<file path="config.mk">
export PLATFORM = sky130hd
export DESIGN_NAME = thruster_reversal_interlock_pwm_core
export DESIGN_NICKNAME = d
export VERILOG_FILES = /design/src/trip_pkg.sv /design/src/trip_drive.sv /design/src/thruster_reversal_interlock_pwm_core.sv
export SDC_FILE = /design/constraint.sdc
export NUM_CORES = 1
export LEC_CHECK = 0
export BUFFER_PORTS_ARGS = -buffer_cell sky130_fd_sc_hd__buf_2
export CAP_MARGIN = 40
export CORE_ASPECT_RATIO = 1.4
export CORE_MARGIN = 1.5
export CORE_UTILIZATION = 55
export CTS_CLUSTER_DIAMETER = 150
export CTS_CLUSTER_SIZE = 40
export DETAILED_ROUTE_END_ITERATION = 8
export MAX_ROUTING_LAYER = met4
export PLACE_DENSITY_LB_ADDON = 0.05
export SETUP_SLACK_MARGIN = 0.1
export SYNTH_ARGS = -nofsm -noshare
export SYNTH_HDL_FRONTEND = slang
export SYNTH_SLANG_ARGS = --single-unit
</file>
<file path="constraint.sdc">
create_clock -name clk -period 28.2 [get_ports clk]
set_input_delay 2.82 -clock clk [delete_from_list [all_inputs] [get_ports clk]]
set_output_delay 2.82 -clock clk [all_outputs]
set_load 0.03 [all_outputs]
</file>
<file path="src/trip_pkg.sv">
// Package for the thruster reversal interlock: word types, register indexes,
// direction and phase codes. No dependencies.
package trip_pkg;

	typedef struct packed {
		logic [31:0] now_us;
		logic [6:0]  main_pct;
		logic [1:0]  main_dir;
		logic [6:0]  bow_pct;
		logic [1:0]  bow_dir;
		logic [6:0]  rudder_pct;
		logic [1:0]  rudder_dir;
	} trip_in_t;

	typedef struct packed {
		logic [11:0] main_compare;
		logic [11:0] bow_compare;
		logic [11:0] rudder_compare;
		logic [2:0]  phase;
	} trip_out_t;

	// configuration register indexes
	localparam logic [2:0] REG_MAIN_BASE   = 3'd0;
	localparam logic [2:0] REG_BOW_BASE    = 3'd1;
	localparam logic [2:0] REG_RUDDER_BASE = 3'd2;
	localparam logic [2:0] REG_MAIN_SPAN   = 3'd3;
	localparam logic [2:0] REG_BOW_SPAN    = 3'd4;
	localparam logic [2:0] REG_RUDDER_SPAN = 3'd5;
	localparam logic [2:0] REG_DWELL_US    = 3'd6;

	// register reset values
	localparam logic [11:0] MAIN_BASE_RST   = 12'd309;
	localparam logic [11:0] BOW_BASE_RST    = 12'd309;
	localparam logic [11:0] RUDDER_BASE_RST = 12'd287;
	localparam logic [6:0]  MAIN_SPAN_RST   = 7'd20;
	localparam logic [6:0]  BOW_SPAN_RST    = 7'd41;
	localparam logic [6:0]  RUDDER_SPAN_RST = 7'd100;
	localparam logic [19:0] DWELL_US_RST    = 20'd50000;

	// direction codes; everything else is neutral
	localparam logic [1:0] DIR_NEG     = 2'd0;
	localparam logic [1:0] DIR_NEUTRAL = 2'd1;
	localparam logic [1:0] DIR_POS     = 2'd2;

	// phase codes as reported in the result word
	localparam logic [2:0] PH_IDLE      = 3'd0;
	localparam logic [2:0] PH_MAIN_STOP = 3'd1;
	localparam logic [2:0] PH_MAIN_RUN  = 3'd2;
	localparam logic [2:0] PH_BOW_STOP  = 3'd3;
	localparam logic [2:0] PH_BOW_RUN   = 3'd4;

	// floor(x / 100) for x < 2^14 is (x * 5243) >> 19
	localparam logic [12:0] DIV100_RECIP = 13'd5243;
	localparam int          DIV100_SHIFT = 19;

endpackage

</file>
<file path="src/trip_drive.sv">
// One channel's compare value: base plus signed, scaled and optionally
// clamped offset, saturated to 0..4095. Uses trip_pkg.
module trip_drive
	import trip_pkg::*;
(
	input  logic [11:0] base,
	input  logic [6:0]  span,
	input  logic [13:0] prod,      // pct * span, registered upstream
	input  logic [1:0]  dir,
	input  logic        clamp_en,
	output logic [11:0] compare
);

	logic [26:0] scaled;
	logic [7:0]  mag_raw;
	logic [7:0]  mag;
	logic [13:0] base_x;
	logic [13:0] sum;

	assign scaled  = {13'd0, prod} * {14'd0, DIV100_RECIP};
	assign mag_raw = scaled[DIV100_SHIFT +: 8];
	assign mag     = (clamp_en && (mag_raw > {1'b0, span})) ? {1'b0, span} : mag_raw;
	assign base_x  = {2'b00, base};

	always_comb begin
		case (dir)
			DIR_NEG: begin
				sum = base_x - {6'd0, mag};
			end
			DIR_POS: begin
				sum = base_x + {6'd0, mag};
			end
			default: begin
				sum = base_x;
			end
		endcase
	end

	// sum spans -161..4256: sign bit means below zero, bit 12 means above 4095
	always_comb begin
		if (sum[13]) begin
			compare = 12'd0;
		end else if (sum[12]) begin
			compare = 12'hFFF;
		end else begin
			compare = sum[11:0];
		end
	end

endmodule

</file>
<file path="src/thruster_reversal_interlock_pwm_core.sv">
// Top level of the thruster reversal interlock and PWM compare generator.
// Depends on trip_pkg and trip_drive.

// One result word per input word, one input word per clock sustained while the
// output is not stalled. An input word is taken into an input register (with the
// three 7x7 percent-times-span products already formed), then one pass of logic
// scales by 1/100, clamps main and bow, saturates and steps the reversal
// sequencer into the result register. The result register frees as it is taken,
// so in_ready stays high under a stalled output only until the input register
// also fills. Configuration writes are always accepted and must only be made
// while the block is idle; there is no clearing pass after reset.
module thruster_reversal_interlock_pwm_core
	import trip_pkg::*;
(
	input  logic        clk,
	input  logic        arst_n,

	input  logic        in_valid,
	output logic        in_ready,
	input  trip_in_t    in_data,

	output logic        out_valid,
	input  logic        out_ready,
	output trip_out_t   out_data,

	input  logic        cfg_valid,
	output logic        cfg_ready,
	input  logic [2:0]  cfg_index,
	input  logic [19:0] cfg_data
);

	typedef enum logic [4:0] {
		ST_IDLE      = 5'b00001,
		ST_MAIN_STOP = 5'b00010,
		ST_MAIN_RUN  = 5'b00100,
		ST_BOW_STOP  = 5'b01000,
		ST_BOW_RUN   = 5'b10000
	} trip_state_t;

	// configuration
	logic [11:0] main_base_q, bow_base_q, rudder_base_q;
	logic [6:0]  main_span_q, bow_span_q, rudder_span_q;
	logic [19:0] dwell_us_q;

	always_ff @(posedge clk or negedge arst_n) begin
		if (!arst_n) begin
			main_base_q   <= MAIN_BASE_RST;
			bow_base_q    <= BOW_BASE_RST;
			rudder_base_q <= RUDDER_BASE_RST;
			main_span_q   <= MAIN_SPAN_RST;
			bow_span_q    <= BOW_SPAN_RST;
			rudder_span_q <= RUDDER_SPAN_RST;
			dwell_us_q    <= DWELL_US_RST;
		end else if (cfg_valid) begin
			case (cfg_index)
				REG_MAIN_BASE:   main_base_q   <= cfg_data[11:0];
				REG_BOW_BASE:    bow_base_q    <= cfg_data[11:0];
				REG_RUDDER_BASE: rudder_base_q <= cfg_data[11:0];
				REG_MAIN_SPAN:   main_span_q   <= cfg_data[6:0];
				REG_BOW_SPAN:    bow_span_q    <= cfg_data[6:0];
				REG_RUDDER_SPAN: rudder_span_q <= cfg_data[6:0];
				REG_DWELL_US:    dwell_us_q    <= cfg_data;
				default: begin
				end
			endcase
		end
	end

	assign cfg_ready = 1'b1;

	// input register
	logic        s1_valid_q;
	logic [31:0] now_s1;
	logic [1:0]  main_dir_s1, bow_dir_s1, rudder_dir_s1;
	logic [13:0] main_prod_s1, bow_prod_s1, rudder_prod_s1;
	logic        advance;
	logic        out_valid_q;

	assign advance  = s1_valid_q && (!out_valid_q || out_ready);
	assign in_ready = !s1_valid_q || advance;

	always_ff @(posedge clk or negedge arst_n) begin
		if (!arst_n) begin
			s1_valid_q <= 1'b0;
		end else if (in_ready) begin
			s1_valid_q <= in_valid;
		end
	end

	always_ff @(posedge clk) begin
		if (in_valid && in_ready) begin
			now_s1         <= in_data.now_us;
			main_dir_s1    <= in_data.main_dir;
			bow_dir_s1     <= in_data.bow_dir;
			rudder_dir_s1  <= in_data.rudder_dir;
			main_prod_s1   <= {7'd0, in_data.main_pct} * {7'd0, main_span_q};
			bow_prod_s1    <= {7'd0, in_data.bow_pct} * {7'd0, bow_span_q};
			rudder_prod_s1 <= {7'd0, in_data.rudder_pct} * {7'd0, rudder_span_q};
		end
	end

	// channel drive values
	logic [11:0] main_drv, bow_drv, rudder_drv;

	trip_drive u_main_drive (
		.base     (main_base_q),
		.span     (main_span_q),
		.prod     (main_prod_s1),
		.dir      (main_dir_s1),
		.clamp_en (1'b1),
		.compare  (main_drv)
	);

	trip_drive u_bow_drive (
		.base     (bow_base_q),
		.span     (bow_span_q),
		.prod     (bow_prod_s1),
		.dir      (bow_dir_s1),
		.clamp_en (1'b1),
		.compare  (bow_drv)
	);

	trip_drive u_rudder_drive (
		.base     (rudder_base_q),
		.span     (rudder_span_q),
		.prod     (rudder_prod_s1),
		.dir      (rudder_dir_s1),
		.clamp_en (1'b0),
		.compare  (rudder_drv)
	);

	// sequencer state; the holds double as the result register payload
	trip_state_t state_q, state_d;
	logic [31:0] dwell_start_q, dwell_start_d;
	logic [1:0]  last_main_dir_q, last_main_dir_d;
	logic [1:0]  last_bow_dir_q, last_bow_dir_d;
	logic [11:0] main_hold_q, main_hold_d;
	logic [11:0] bow_hold_q, bow_hold_d;
	logic [11:0] rudder_hold_q;
	logic [31:0] elapsed;
	logic        dwell_done;

	// modular difference, so wrap of the time base is harmless
	assign elapsed    = now_s1 - dwell_start_q;
	assign dwell_done = elapsed > {12'd0, dwell_us_q};

	always_comb begin
		state_d         = state_q;
		dwell_start_d   = dwell_start_q;
		last_main_dir_d = last_main_dir_q;
		last_bow_dir_d  = last_bow_dir_q;
		main_hold_d     = main_hold_q;
		bow_hold_d      = bow_hold_q;
		case (state_q)
			ST_MAIN_STOP: begin
				main_hold_d = main_base_q;
				if (dwell_done) begin
					state_d       = ST_MAIN_RUN;
					dwell_start_d = now_s1;
				end
			end
			ST_MAIN_RUN: begin
				main_hold_d = main_drv;
				if (dwell_done) begin
					state_d = ST_IDLE;
				end
			end
			ST_BOW_STOP: begin
				bow_hold_d = bow_base_q;
				if (dwell_done) begin
					state_d       = ST_BOW_RUN;
					dwell_start_d = now_s1;
				end
			end
			ST_BOW_RUN: begin
				bow_hold_d = bow_drv;
				if (dwell_done) begin
					state_d = ST_IDLE;
				end
			end
			default: begin
				// main wins; a bow change on the same word is picked up later
				if (main_dir_s1 != last_main_dir_q) begin
					state_d         = ST_MAIN_STOP;
					last_main_dir_d = main_dir_s1;
					dwell_start_d   = now_s1;
				end else if (bow_dir_s1 != last_bow_dir_q) begin
					state_d        = ST_BOW_STOP;
					last_bow_dir_d = bow_dir_s1;
					dwell_start_d  = now_s1;
				end else begin
					state_d     = ST_IDLE;
					main_hold_d = main_drv;
					bow_hold_d  = bow_drv;
				end
			end
		endcase
	end

	always_ff @(posedge clk or negedge arst_n) begin
		if (!arst_n) begin
			state_q         <= ST_IDLE;
			dwell_start_q   <= 32'd0;
			last_main_dir_q <= DIR_NEUTRAL;
			last_bow_dir_q  <= DIR_NEUTRAL;
			main_hold_q     <= MAIN_BASE_RST;
			bow_hold_q      <= BOW_BASE_RST;
			rudder_hold_q   <= RUDDER_BASE_RST;
		end else if (advance) begin
			state_q         <= state_d;
			dwell_start_q   <= dwell_start_d;
			last_main_dir_q <= last_main_dir_d;
			last_bow_dir_q  <= last_bow_dir_d;
			main_hold_q     <= main_hold_d;
			bow_hold_q      <= bow_hold_d;
			rudder_hold_q   <= rudder_drv;
		end
	end

	always_ff @(posedge clk or negedge arst_n) begin
		if (!arst_n) begin
			out_valid_q <= 1'b0;
		end else if (advance) begin
			out_valid_q <= 1'b1;
		end else if (out_ready) begin
			out_valid_q <= 1'b0;
		end
	end

	logic [2:0] phase_code;

	always_comb begin
		case (state_q)
			ST_MAIN_STOP: phase_code = PH_MAIN_STOP;
			ST_MAIN_RUN:  phase_code = PH_MAIN_RUN;
			ST_BOW_STOP:  phase_code = PH_BOW_STOP;
			ST_BOW_RUN:   phase_code = PH_BOW_RUN;
			default:      phase_code = PH_IDLE;
		endcase
	end

	assign out_valid               = out_valid_q;
	assign out_data.main_compare   = main_hold_q;
	assign out_data.bow_compare    = bow_hold_q;
	assign out_data.rudder_compare = rudder_hold_q;
	assign out_data.phase          = phase_code;

	// both stages full and the output stalled: nothing more may come in
	a_no_overrun: assert property (@(posedge clk) disable iff (!arst_n)
		s1_valid_q && out_valid_q && !out_ready |-> !in_ready)
		else $error("input taken while both stages full");

	// a main reversal records the new direction as it starts the stop dwell
	a_main_dir_recorded: assert property (@(posedge clk) disable iff (!arst_n)
		advance && state_q == ST_IDLE && state_d == ST_MAIN_STOP
		|=> last_main_dir_q == $past(main_dir_s1))
		else $error("main direction not recorded on reversal");

	// during the stop dwell the main motor sits at its base
	a_main_stop_base: assert property (@(posedge clk) disable iff (!arst_n)
		advance && state_q == ST_MAIN_STOP |=> main_hold_q == $past(main_base_q))
		else $error("main not held at base during stop dwell");

	// a bow restart dwell only ends in idle
	a_bow_run_exit: assert property (@(posedge clk) disable iff (!arst_n)
		state_q == ST_BOW_RUN |=> state_q == ST_BOW_RUN || state_q == ST_IDLE)
		else $error("bow restart left to a state other than idle");

endmodule

</file>
Word level (Yosys, flattened, before mapping). Index checks and enable logic that the tools add are counted.

Input bits: 87. Output and inout port bits: 42. Register bits: 236.

Order comparisons: 3. Eq/ne operators: 23. Bitwise gates (word level): 5. Multiplexer cells: 30. Reduce and logical (&&, ||, !) cells: 30. $mul: 6. $add $sub $neg: 7.

Operator list (number): two-way mux 12 bit (10); two-way mux 32 bit (3); case mux 14 bit (2 select lines) (3); multiplier 14 x 13 -> 27 bit, second input constant (3); case mux 12 bit (3 select lines) (2); case mux 32 bit (2 select lines) (1); multiplier 7 x 7 -> 14 bit (3); adder 12 x 8 -> 13 bit (3); subtractor 12 x 8 -> 13 bit (3); greater-than comparator 32 x 20 -> 1 bit (1); subtractor 32 bit (1); AND reduction 4 bit (5); greater-than comparator 8 x 7 -> 1 bit (2); two-way mux 8 bit (2); two-way mux 5 bit (3); case mux 5 bit (3 select lines) (1); AND reduction 2 bit (7); inequality test 3 x 1 -> 1 bit, second input constant (4); case mux 3 bit (4 select lines) (1); equality test 3 bit, second input constant (3); two-way mux 4 bit (2); OR reduction 2 bit (4); equality test 2 bit, second input constant (3); equality test 3 x 2 -> 1 bit, second input constant (2); other kinds (19) (32).

Longest topological paths before layout.
Word-level depth: 10. Depth in mapped cells: 42. Depth with buffers taken out: 41.

Hierarchy. A second synthesis with hierarchy kept.

Cells, all modules: 3048. Area, all modules: 30058.8 µm².

Modules (own cells, without submodules): thruster_reversal_interlock_pwm_core (area each 15791.4 µm², seq. area each 6367.4 µm², cells an instance 1422, instances 1); trip_drive (u_main_drive) (area each 4792.1 µm², seq. area each 0.0 µm², cells an instance 535, instances 1); trip_drive (u_bow_drive) (area each 4772.1 µm², seq. area each 0.0 µm², cells an instance 558, instances 1); trip_drive (u_rudder_drive) (area each 4703.3 µm², seq. area each 0.0 µm², cells an instance 533, instances 1).

Least setup slack after synthesis. No wires, ideal clock.

Kind: reg2reg. Start point: register main_prod_s1[4]. End point: register main_hold_q[3]. Arrival: 9.164 ns. Setup slack: 18.902 ns. Buffers on the path: 1. Period minus slack after synthesis: 9.298 ns. Required time: 28.066 ns. Stages on the path, launching flop included: 43. Cell sequence: edfxtp_1 inv_1 fa_1 inv_1 ha_1 fa_1 inv_1 fa_1 fa_1 inv_1 ha_1 a21o_1 a21o_1 a211oi_1 o21ai_0 a211o_1 a21oi_1 nor2b_1 [7 not listed] nand2b_1 a211oi_1 o21ai_1 clkbuf_1 mux2i_1 ha_1 inv_1 fa_1 nor2b_1 o21bai_1 a21oi_1 o21bai_1 a21oi_1 or4_1 nor4_1 nor2_1 a22oi_1 o21ai_0.

Word-level cells in the longest chain between the ends: 10.

Ends and longest elaborated chain: from (decl) (RTL line thruster_reversal_interlock_pwm_core.sv:75) `logic [13:0] main_prod_s1, bow_prod_s1, rudder_prod_s1;`; from (signal assigned) (RTL line thruster_reversal_interlock_pwm_core.sv:96) `main_prod_s1 <= {7'd0, in_data.main_pct} * {7'd0, main_span_q};`; multiplier 14 x 13 -> 27 bit * (RTL line trip_drive.sv:20) `assign scaled = {13'd0, prod} * {14'd0, DIV100_RECIP};`; greater-than comparator 8 x 7 -> 1 bit (RTL line trip_drive.sv:22) `assign mag = (clamp_en && (mag_raw > {1'b0, span})) ? {1'b0, span} : mag_raw;`; two-way mux 8 bit * (RTL line trip_drive.sv:22); adder 12 x 8 -> 13 bit or subtractor 12 x 8 -> 13 bit (tied branches) (RTL line trip_drive.sv:31, trip_drive.sv:28); case mux 14 bit (2 select lines) * (RTL line trip_drive.sv:26) `case (dir)`; two-way mux 12 bit (RTL line trip_drive.sv:43) `end else if (sum[12]) begin`; two-way mux 12 bit * (RTL line trip_drive.sv:41) `if (sum[13]) begin`; two-way mux 12 bit (RTL line thruster_reversal_interlock_pwm_core.sv:187) `end else if (bow_dir_s1 != last_bow_dir_q) begin`; two-way mux 12 bit (RTL line thruster_reversal_interlock_pwm_core.sv:183) `if (main_dir_s1 != last_main_dir_q) begin`; case mux 12 bit (3 select lines) * (RTL line thruster_reversal_interlock_pwm_core.sv:154) `case (state_q)`; to (signal assigned) (RTL line thruster_reversal_interlock_pwm_core.sv:214) `main_hold_q <= main_hold_d;`; to (decl) (RTL line thruster_reversal_interlock_pwm_core.sv:137) `logic [11:0] main_hold_q, main_hold_d;`.

Every way passes the cells marked *; elsewhere a longest branch is shown, timed or not. The select of a mux whose other input is x is not followed. A chain may end at the register's enable or synchronous reset.

Final worst setup path. Same ends and word-level chain as after synthesis.

==> summary.txt <==
Placement
  – Post-DP HPWL: 53,900 um
  – Port buffer count: around 130
  – RD Place Congestion: between 0.8 and 0.9
  – # placed instances: between 3,000 and 4,000
  – Instance area after placement: 30,000 um^2

Logic synthesis
  – Per-instance average area after synthesis: between 9 and 10 um^2
  – Cell count after synthesis: 2,913
  – FF+latch count, synth: 236
  – Area of the mapped netlist: 28,600 um^2
  – Sequential fraction of the synthesis area: 0.223
  – Most frequent cells after synthesis: sky130_fd_sc_hd__inv_1, sky130_fd_sc_hd__ha_1, sky130_fd_sc_hd__fa_1
  – Leading cell type by number of instances after synthesis: sky130_fd_sc_hd__inv_1
  – Warnings, synthesis: 0
  – Synth cell types: 74
  – Post-synth top area share: 0.218
  – EDFF count, synth: 80
  – Flip-flop cell with the highest count after synthesis: sky130_fd_sc_hd__dfrtp_1
  – Post-synth ARST share: 0.661
  – Cell types occupying the most area after synthesis: sky130_fd_sc_hd__ha_1, sky130_fd_sc_hd__fa_1, sky130_fd_sc_hd__dfrtp_1
  – Leading area contributor after synthesis: sky130_fd_sc_hd__ha_1

Timing
  – F_max: 104 MHz
  – Slew Limit Fails: 0
  – Transition time of the tightest slew-check pin: 0.898 ns
  – Clock period minus worst slack: 9.64 ns
  – Final Skew: 0.0270 ns
  – Final count of hold timing violations: 0
  – Unrepaired setup endpoints after global routing: false
  – Headroom to the max-slew limit: 0.400
  – Crit share post-route: 0.342
  – Final count of negative-setup-slack endpoints: 0
  – Total Negative Setup Slacks: 0 ns

Status
  – Status: finished, final reports clean

Clock tree
  – Number of buffers on the longest clock path: 3
  – Number of buffers created by CTS: 9
  – Total number of clock tree sinks: ~240
  – Count of buffers added by post-CTS timing repair for setup: 0
  – Clock-pin slew of the registers on the worst-case setup and hold paths: 0.16 ns
  – Latest clock arrival within the worst-skew pair: 0.51 ns
  – Root cell of the clock tree: sky130_fd_sc_hd__clkbuf_16
  – # resized after CTS: 0
  – Hold-fix buffer count after cts: 0
  – H-tree Lvls: 1
  – Clock tree from TritonCTS: done

Setup path
  – Cell family with most CP delay: adder cells
  – Number of buffers and inverters on the critical path: 7
  – Maximum fanout along the worst path: 10
  – Critical Path End Type: flip-flop
  – Worst reg2reg setup slack: around 19 ns
  – Required time at the endpoint of the critical path: 28.57 ns
  – Crit-path slowest cell: sky130_fd_sc_hd__fa_1
  – Crit path arrival time: approximately 10 ns
  – CP Class: flip-flop to flip-flop
  – Largest stage delay on the critical path: between 0.5 and 0.6 ns
  – Launching element type of the critical path: flip-flop

Cells and area
  – Share of layout cells above drive strength 1: 0.0997
  – Number of fill cells: 4,593
  – Nets: 3,862
  – Final instance area: 30,200 um^2
  – Syn-to-layout area delta: 5.80%
  – Area used by multi-input combinational logic: 19,900 um^2
  – Finished Layout Cells: roughly 3,700
  – Sequential standard cell area: 6370 um^2

Routing
  – Post-route ant nets: 0
  – DR iter-0 viols: a little under 900
  – Number of vias in the routed layout: 20,468
  – First drt pass iteration count: 5
  – DRC viols: 0
  – Final routed wirelength across all metal layers: 64,200 um
  – Post-DR vias/cell: 5.58
  – Post-detailed-route wirelength per cell: about 18 um

Floorplanning
  – Total die area: 53,400 um^2
  – Width of the die: 196 um
  – Core Footprint: slightly above 50,000 um^2
  – Row count: 98
  – Effective utilization at floorplan: 0.558
  – I/O pin count: 129
  – Height of the die: 273 um

GRT
  – Wire length of the first global-routing pass: about 110,000 um
  – All-Layer GR Usage: 0.254
  – Overflow after GRT: 0
  – Pin count of the biggest net entering global routing: 85
  – Initial antenna violation count: 3
  – Number of global-route vias before repair: 21,351

Flow run
  – Max-cap violation count: 0

Min path
  – Type of the tightest min-delay check: flip-flop to flip-flop
[stage by stage]
| stage | hold WS (ns) | setup WS, ns | util |
|---|---|---|---|
| after floorplan | 0.446 | 18.90 | - |
| after global placement | 0.457 | 18.51 | 0.583 |
| after detailed placement | 0.469 | 18.58 | 0.585 |
| after CTS | 0.492 | 18.54 | 0.590 |
| after global routing | 0.506 | 17.72 | 0.590 |
| final | 0.489 | 18.56 | 0.590 |
[logic make-up after synthesis]
group	Yosys count	synth area share
buffers and inverters	626	0.0832
AND/OR/NAND/NOR	567	0.0973
other	2	0.000263
flip-flops	236	0.223
multiplexers	139	0.0535
AO/OA/AOI/OAI	475	0.106
adder cells (fa/ha/maj)	767	0.406
XOR/XNOR	101	0.0309
[sequential cells by signal (all words and copies together) (netlist names), 12 cells and up]
signal          cells
rudder_hold_q      12
now_s1             32
bow_hold_q         12
rudder_base_q      12
main_prod_s1       14
dwell_us_q         20
rudder_prod_s1     14
bow_base_q         12
dwell_start_q      32
main_hold_q        12
bow_prod_s1        14
main_base_q        12
[worst min-delay path: cells and delay by family (launching register included)]
kind | cells | cell delay, ns
flip-flops | 1 | 0.40
AO/OA/AOI/OAI | 1 | 0.06
AND/OR/NAND/NOR | 1 | 0.05
[routing by layer]
metal / global-route usage / up-vias / wire length, um
li1: - / 9881 / -
met1: 0.294 / 10188 / 26000
met2: 0.475 / 314 / 34800
met3: 0.0169 / 85 / 1810
met4: 0.0680 / 0 / 1660
met5: - / - / 0
[placed cells by master (no fill, tap or decap), types with 6 or more instances in the layout]
cell,netlist,layout
sky130_fd_sc_hd__a22oi_1,6,6
sky130_fd_sc_hd__o31ai_1,16,16
sky130_fd_sc_hd__o41ai_1,6,6
sky130_fd_sc_hd__a31oi_1,10,10
sky130_fd_sc_hd__ha_1,499,499
sky130_fd_sc_hd__nor2b_1,21,21
sky130_fd_sc_hd__and3_1,16,16
sky130_fd_sc_hd__a211oi_1,31,31
sky130_fd_sc_hd__and2_1,86,85
sky130_fd_sc_hd__nor2_1,102,102
sky130_fd_sc_hd__fa_1,268,268
sky130_fd_sc_hd__nor3_1,30,29
sky130_fd_sc_hd__a21o_1,35,35
sky130_fd_sc_hd__mux2i_1,29,29
sky130_fd_sc_hd__inv_1,561,561
sky130_fd_sc_hd__o21ai_0,103,103
sky130_fd_sc_hd__dfstp_2,49,49
sky130_fd_sc_hd__xor2_1,27,27
sky130_fd_sc_hd__nand3_1,47,47
sky130_fd_sc_hd__o21bai_1,34,34
sky130_fd_sc_hd__xnor2_1,74,74
sky130_fd_sc_hd__nand2_1,183,183
sky130_fd_sc_hd__nor4_1,11,11
sky130_fd_sc_hd__or3_1,6,6
sky130_fd_sc_hd__edfxtp_1,80,80
sky130_fd_sc_hd__o21a_1,33,33
sky130_fd_sc_hd__nand2b_1,20,20
sky130_fd_sc_hd__a21oi_1,143,143
sky130_fd_sc_hd__clkbuf_16,0,9
sky130_fd_sc_hd__o22ai_1,6,6
sky130_fd_sc_hd__buf_2,1,129
sky130_fd_sc_hd__mux2_2,80,80
sky130_fd_sc_hd__buf_4,1,11
sky130_fd_sc_hd__nand4_1,18,18
sky130_fd_sc_hd__or4_1,10,10
sky130_fd_sc_hd__dfrtp_1,107,107
sky130_fd_sc_hd__mux2_1,30,30
[final cells by class]
cell class,count,area share
timing repair buffer,145,0.0268
sequential,236,0.211
clock buffer,13,0.00861
multi-input combinational,2054,0.657
inverter,562,0.0698
antenna,5,0.000414
tap,650,0.0269
[final timing paths]
check	endpoint	start	depth (start not counted)
max reg2reg	main_hold_q[3]	main_prod_s1[4]	43
max in group asynchronous	main_base_q[8]	arst_n	3
min in group asynchronous	dwell_start_q[28]	arst_n	1
min	rudder_hold_q[2]	rudder_hold_q[2]	2
min reg2reg	rudder_hold_q[2]	rudder_hold_q[2]	2
max	main_hold_q[3]	main_prod_s1[4]	43
Power is left out: the tool's default activity adds up to more than one toggle a clock period on the data nets, which glitch-free logic cannot reach.
